===== src/ftws_pkg.sv =====
// ----------------------------------------------------------------------------
// ftws_pkg
// Shared types and constants for the frame time window statistics block.
// ----------------------------------------------------------------------------
package ftws_pkg;

    localparam int IV_W     = 32;
    localparam int RATE_W   = 28;
    localparam int FT_W     = 21;
    localparam int TICK_W   = 13;
    localparam int WL_W     = 9;

    localparam int RATE_NUM  = 256000000;
    localparam int IV_MIN    = 2;
    localparam int IV_MAX    = 1999999;
    localparam int FT_FLOOR  = 1000;
    localparam int TICK_MAX  = 5120;
    localparam int LOW_DIV   = 100;
    localparam int WIN_MIN   = 16;
    localparam int WIN_RESET = 128;

    typedef enum logic [3:0] {
        S_IDLE,
        S_RDIV,
        S_PUSH,
        S_SWEEP,
        S_MUL,
        S_SUB,
        S_SQRT,
        S_JDIV,
        S_MDIV,
        S_TDIV,
        S_OUT
    } t_state;

    typedef enum logic [1:0] {
        DIV_RATE,
        DIV_JIT,
        DIV_MEAN,
        DIV_TICK
    } t_div_sel;

    typedef struct packed {
        logic     accept;
        logic     div_go;
        t_div_sel div_sel;
        logic     push;
        logic     sweep_go;
        logic     mul;
        logic     sub;
        logic     sqrt_go;
        logic     load_out;
    } t_cmd;

    typedef struct packed {
        logic iv_ok;
        logic n_ge2;
        logic div_busy;
        logic div_done;
        logic sqrt_busy;
        logic sqrt_done;
        logic sweep_busy;
        logic sweep_done;
        logic out_free;
    } t_stat;

endpackage


===== src/ftws_ctrl.sv =====
// ----------------------------------------------------------------------------
// ftws_ctrl
// Controller: sequences one word through rate, sweep, root and divisions.
// ----------------------------------------------------------------------------
module ftws_ctrl (
    input  logic            i_clk,
    input  logic            i_rst_n,
    input  logic            i_in_valid,
    input  ftws_pkg::t_stat i_stat,
    output logic            o_in_ready,
    output ftws_pkg::t_cmd  o_cmd
);

    ftws_pkg::t_state r_state;
    ftws_pkg::t_state n_state;

    always_ff @(posedge i_clk) begin
        if (!i_rst_n) begin
            r_state <= ftws_pkg::S_IDLE;
        end else begin
            r_state <= n_state;
        end
    end

    always_comb begin
        n_state    = r_state;
        o_in_ready = 1'b0;
        o_cmd      = '0;
        o_cmd.div_sel = ftws_pkg::DIV_RATE;
        unique case (r_state)
            ftws_pkg::S_IDLE: begin
                o_in_ready = 1'b1;
                if (i_in_valid) begin
                    o_cmd.accept = 1'b1;
                    n_state = i_stat.iv_ok ? ftws_pkg::S_RDIV : ftws_pkg::S_PUSH;
                end
            end
            ftws_pkg::S_RDIV: begin
                o_cmd.div_sel = ftws_pkg::DIV_RATE;
                o_cmd.div_go  = !i_stat.div_busy;
                if (i_stat.div_done) begin
                    n_state = ftws_pkg::S_PUSH;
                end
            end
            ftws_pkg::S_PUSH: begin
                o_cmd.push = 1'b1;
                n_state = ftws_pkg::S_SWEEP;
            end
            ftws_pkg::S_SWEEP: begin
                o_cmd.sweep_go = !i_stat.sweep_busy;
                if (i_stat.sweep_done) begin
                    n_state = i_stat.n_ge2 ? ftws_pkg::S_MUL : ftws_pkg::S_MDIV;
                end
            end
            ftws_pkg::S_MUL: begin
                o_cmd.mul = 1'b1;
                n_state = ftws_pkg::S_SUB;
            end
            ftws_pkg::S_SUB: begin
                o_cmd.sub = 1'b1;
                n_state = ftws_pkg::S_SQRT;
            end
            ftws_pkg::S_SQRT: begin
                o_cmd.sqrt_go = !i_stat.sqrt_busy;
                if (i_stat.sqrt_done) begin
                    n_state = ftws_pkg::S_JDIV;
                end
            end
            ftws_pkg::S_JDIV: begin
                o_cmd.div_sel = ftws_pkg::DIV_JIT;
                o_cmd.div_go  = !i_stat.div_busy;
                if (i_stat.div_done) begin
                    n_state = ftws_pkg::S_MDIV;
                end
            end
            ftws_pkg::S_MDIV: begin
                o_cmd.div_sel = ftws_pkg::DIV_MEAN;
                o_cmd.div_go  = !i_stat.div_busy;
                if (i_stat.div_done) begin
                    n_state = ftws_pkg::S_TDIV;
                end
            end
            ftws_pkg::S_TDIV: begin
                o_cmd.div_sel = ftws_pkg::DIV_TICK;
                o_cmd.div_go  = !i_stat.div_busy;
                if (i_stat.div_done) begin
                    n_state = ftws_pkg::S_OUT;
                end
            end
            ftws_pkg::S_OUT: begin
                if (i_stat.out_free) begin
                    o_cmd.load_out = 1'b1;
                    n_state = ftws_pkg::S_IDLE;
                end
            end
            default: begin
                n_state = ftws_pkg::S_IDLE;
            end
        endcase
    end

endmodule


===== config.mk =====
export PLATFORM = sky130hd
export DESIGN_NAME = ftws_ctrl
export DESIGN_NICKNAME = d
export VERILOG_FILES = /design/src/ftws_pkg.sv /design/src/ftws_ctrl.sv
export SDC_FILE = /design/constraint.sdc
export NUM_CORES = 1
export LEC_CHECK = 0
export BUFFER_PORTS_ARGS = -buffer_cell sky130_fd_sc_hd__clkbuf_2
export CORE_AREA = 10 10 47 49
export CTS_BUF_LIST = sky130_fd_sc_hd__clkbuf_4 sky130_fd_sc_hd__clkbuf_8
export CTS_CLUSTER_SIZE = 16
export DETAILED_ROUTE_END_ITERATION = 16
export DIE_AREA = 0 0 57 59
export GPL_TIMING_DRIVEN = 0
export PLACE_DENSITY = 0.75
export REMOVE_ABC_BUFFERS = 1
export SYNTH_ARGS = -nofsm -noshare
export SYNTH_HDL_FRONTEND = slang
export SYNTH_SLANG_ARGS = --single-unit

===== constraint.sdc =====
create_clock -name i_clk -period 2.6 [get_ports i_clk]
set_input_delay 0.26 -clock i_clk [delete_from_list [all_inputs] [get_ports i_clk]]
set_output_delay 0.26 -clock i_clk [all_outputs]
set_load 0.01 [all_outputs]

Word level (Yosys, flattened, before mapping)
Index checks and enable logic that the tools add are counted.
W data, S select, Z words.
{"block": "totals", "latchBits": 0, "ff_bits": 4, "word_cells": 46, "ram_bits": 0, "inputBits": 12, "n_memories": 0, "rom_bits": 0}
{"block": "op_classes", "eq_ne": 18, "div": 0, "n_mul": 0, "n_shift": 0, "bitwise_logic": 0, "muxes": 22, "addsub": 0, "n_lt_le_gt_ge": 0, "reduce_logical": 5}
{"operator": "$pmux W4 S11", "count": 1}
{"operator": "$mux W4", "count": 9}
{"operator": "$eq A4 B3 Y1 const B", "count": 4}
{"operator": "$ne A2 B2 Y1 const B", "count": 8}
{"operator": "$eq A4 B4 Y1 const B", "count": 3}
{"operator": "$pmux W3 S4", "count": 1}
{"operator": "$mux W1", "count": 10}
{"operator": "$eq A4 B2 Y1 const B", "count": 2}
{"operator": "$reduce_and A8 Y1", "count": 1}
{"operator": "$eq A4 B1 Y1 const B", "count": 1}
{"operator": "$logic_not A4 Y1", "count": 1}
{"operator": "$logic_not A1 Y1", "count": 3}
{"operator": "$mux W2", "count": 1}

Longest topological paths before layout
{"block": "logic_depth", "ltp_word": 3, "mapped_depth": 6, "mapped_depth_nobuf": 4}

Worst setup path after synthesis
Ideal clock, no wire load.
{"block": "synth_path", "path_kind": "flip-flop to output port", "startpoint": "register r_state[2]", "endpoint": "output o_cmd[9] (netlist bit)", "n_path_buf": 2, "path_slack_ns": 1.061, "required_ns": 2.340, "arrival_time_ns": 1.279, "path_stages_with_launch": 5, "path_cell_list": "dfxtp_1 > clkbuf_4 > buf_6 > nor4_1 > and2_1"}
{"item": "from (decl)", "line": "ftws_ctrl.sv:14", "rtl": "ftws_pkg::t_state r_state;"}
{"item": "from (signal assigned)", "line": "ftws_ctrl.sv:19", "rtl": "r_state <= ftws_pkg::S_IDLE;"}
{"item": "from (signal assigned)", "line": "ftws_ctrl.sv:21", "rtl": "r_state <= n_state;"}
{"item": "to (decl)", "line": "ftws_ctrl.sv:11", "rtl": "output ftws_pkg::t_cmd o_cmd"}

==> results.cfg <==
[sta]
whs_ps = 355
setup_viol = 0
slew_headroom_pct = 60.7
layout_setup_ws_ps = 716
worst-slew-pin-transition_ps = 589
slew_violations = 0
finalClockSkew_ps = 2.39
fin_crit_ps = 1880
fmax_mhz = 531
fin_crit_sh_pct = 72.4
hold_viol = 0
rsz0062_at_grt = false
fin_tns_setup_ps = 0

[finish]
reg_top3 = r_state x4
fin_area_um2 = 589
fin_nets = 93
multi_input_area_um2 = 357
fin_cells = 95
largest_register = r_state
final_cell_mix = clkbuf_2 (22), nand2_1 (7), nor2_1 (6)
layout_commonest_cell = clkbuf_2
diodes = 0
final-seq-area_um2 = 80.1
post-route-util_pct = 42.1
drive_gt1_share_pct = 41.8
nFillCells = 148
area_growth_pct = 19.5
largest_reg_flops = 4

[die]
rows = 14
initial_core_util_pct = 35.2
ios = 23
fp.dieH_um = 59
die_x_um = 57
core_mm2 = 0.00140
die-area_mm2 = 0.00336

[placement]
io_buffers = 22
pre_cts_ws_ps = 927
dp_cells = 92
place_area_um2 = 567
hpwlAfterDp_um = 928
place_congestion = 0.761

[drt]
wire_per_inst_um = 13.0
ant_nets = 0
drcViolationCount = 0
first_pass_iters = 4
finalWirelength_um = 1240
via_per_inst = 5.22
vias = 496
drt_iter0_drc = 5

[worst_setup_path]
crit_required_ps = 2340
end_kind = output port
cp.arrival_ps = 1620
crit_path_start_kind = flip-flop
path_class = reg -> out
path_max_fanout = 18

[clock_network]
clock_latency_ps = 240
post_cts_resized = 0
tritoncts = done
cts_made_buffers = 3
clockBufferDepth = 2
clk_pin_slew_ps = 40
cts_hold_buf = 0
htreeDepth = 1
cts_setup_buffers = 0
cts_sinks = 4
cts-root-buf = clkbuf_4

[synth]
synth_cell_types = 29
ys_seq_elements = 4
ys_warn_count = 0
avgSynthCellArea_um2 = 8.22
yosysSeqAreaShare_pct = 16.2
syn_inst = 60
syn_area_um2 = 493

[grt]
antenna_found_initial = 0
grt_pass1_vias = 486
grt_pass1_wl_um = 2130
track_usage_pct = 7.50
grt_max_degree = 19
grt_overflow = 0

[job]
cap_violations = 0

[power]
cellPowerDensity_mw_per_mm2 = 861
p_total_mw = 0.507
vdd_ir_drop_max_uv = 259
p_leak_nw = 0.260

[worst_hold_path]
hp-class = in -> reg

[outcome]
status = completed
## cell usage after synthesis
cell	n	area share [%]
o21a_1	1	1.5
and2b_2	1	1.8
and2_1	2	2.5
dfxtp_1	4	16
a21oi_1	1	1.0
and3b_2	1	2.0
nor3_1	5	5.1
nand3b_2	1	2.3
nor3b_4	1	3.8
clkbuf_4	2	3.0
nand2_1	7	5.3
nand2b_1	2	2.5
o21bai_1	1	1.5
buf_6	3	6.9
buf_4	1	1.5
nand3b_1	1	1.5
a211oi_2	1	2.5
o211ai_4	1	4.3
nor2_1	6	4.6
nor4_1	2	2.5
o21ai_2	2	3.6
and4b_1	1	2.0
mux2_1	1	2.3
o21ai_0	2	2.0
nand4b_1	1	1.8
mux2i_1	4	8.1
nor3b_1	3	4.6
nor2b_1	1	1.3
a22o_1	1	1.8
## cells by family after synthesis
logic type             synth area share, %
multiplexers                          10.4
AND/OR/NAND/NOR                       43.7
flip-flops                            16.2
AO/OA/AOI/OAI                         18.3
buffers and inverters                 11.4
## worst max-delay path: stages (launching register included)
cell and delay, ps:
dfxtp_1 680, nor2_1 140, a211oi_2 360, nor2_1 70, clkbuf_2 130
## layout make-up
cell class / count / share of cell area [%]
Multi-Input combinational cell: 50 / 60.5
Sequential cell: 4 / 13.6
Timing Repair Buffer: 22 / 18.7
Clock buffer: 3 / 3.82
Tap cell: 16 / 3.40
## report_power, final
part           total [mW]  internal [mW]  switching (mW)  leakage, nW
clock network      0.0797         0.0518          0.0279       0.0138
logic               0.276          0.143           0.133        0.214
registers           0.152         0.0801          0.0716       0.0327
total               0.507          0.275           0.233        0.260
## final timing paths
path / from / end / slack (ps) / cells after the start
worst max-delay path: r_state[2] / o_cmd[8] / 720 / 4
worst min-delay path: i_rst_n / r_state[1] / 350 / 3
worst max register to register: r_state[3] / r_state[0] / 930 / 4
worst min register to register: r_state[0] / r_state[0] / 670 / 2
## layer usage
layer	part of all wire, %	vias up	global-route usage (%)	wire [um]
met5	0	-	0	0
met4	1.2	0	4.70	15
met3	4.0	2	2.15	50
met2	55	13	13.0	684
met1	39	227	7.77	486
li1	-	254	-	-
Note: power is estimated with default switching activity, not from simulation.
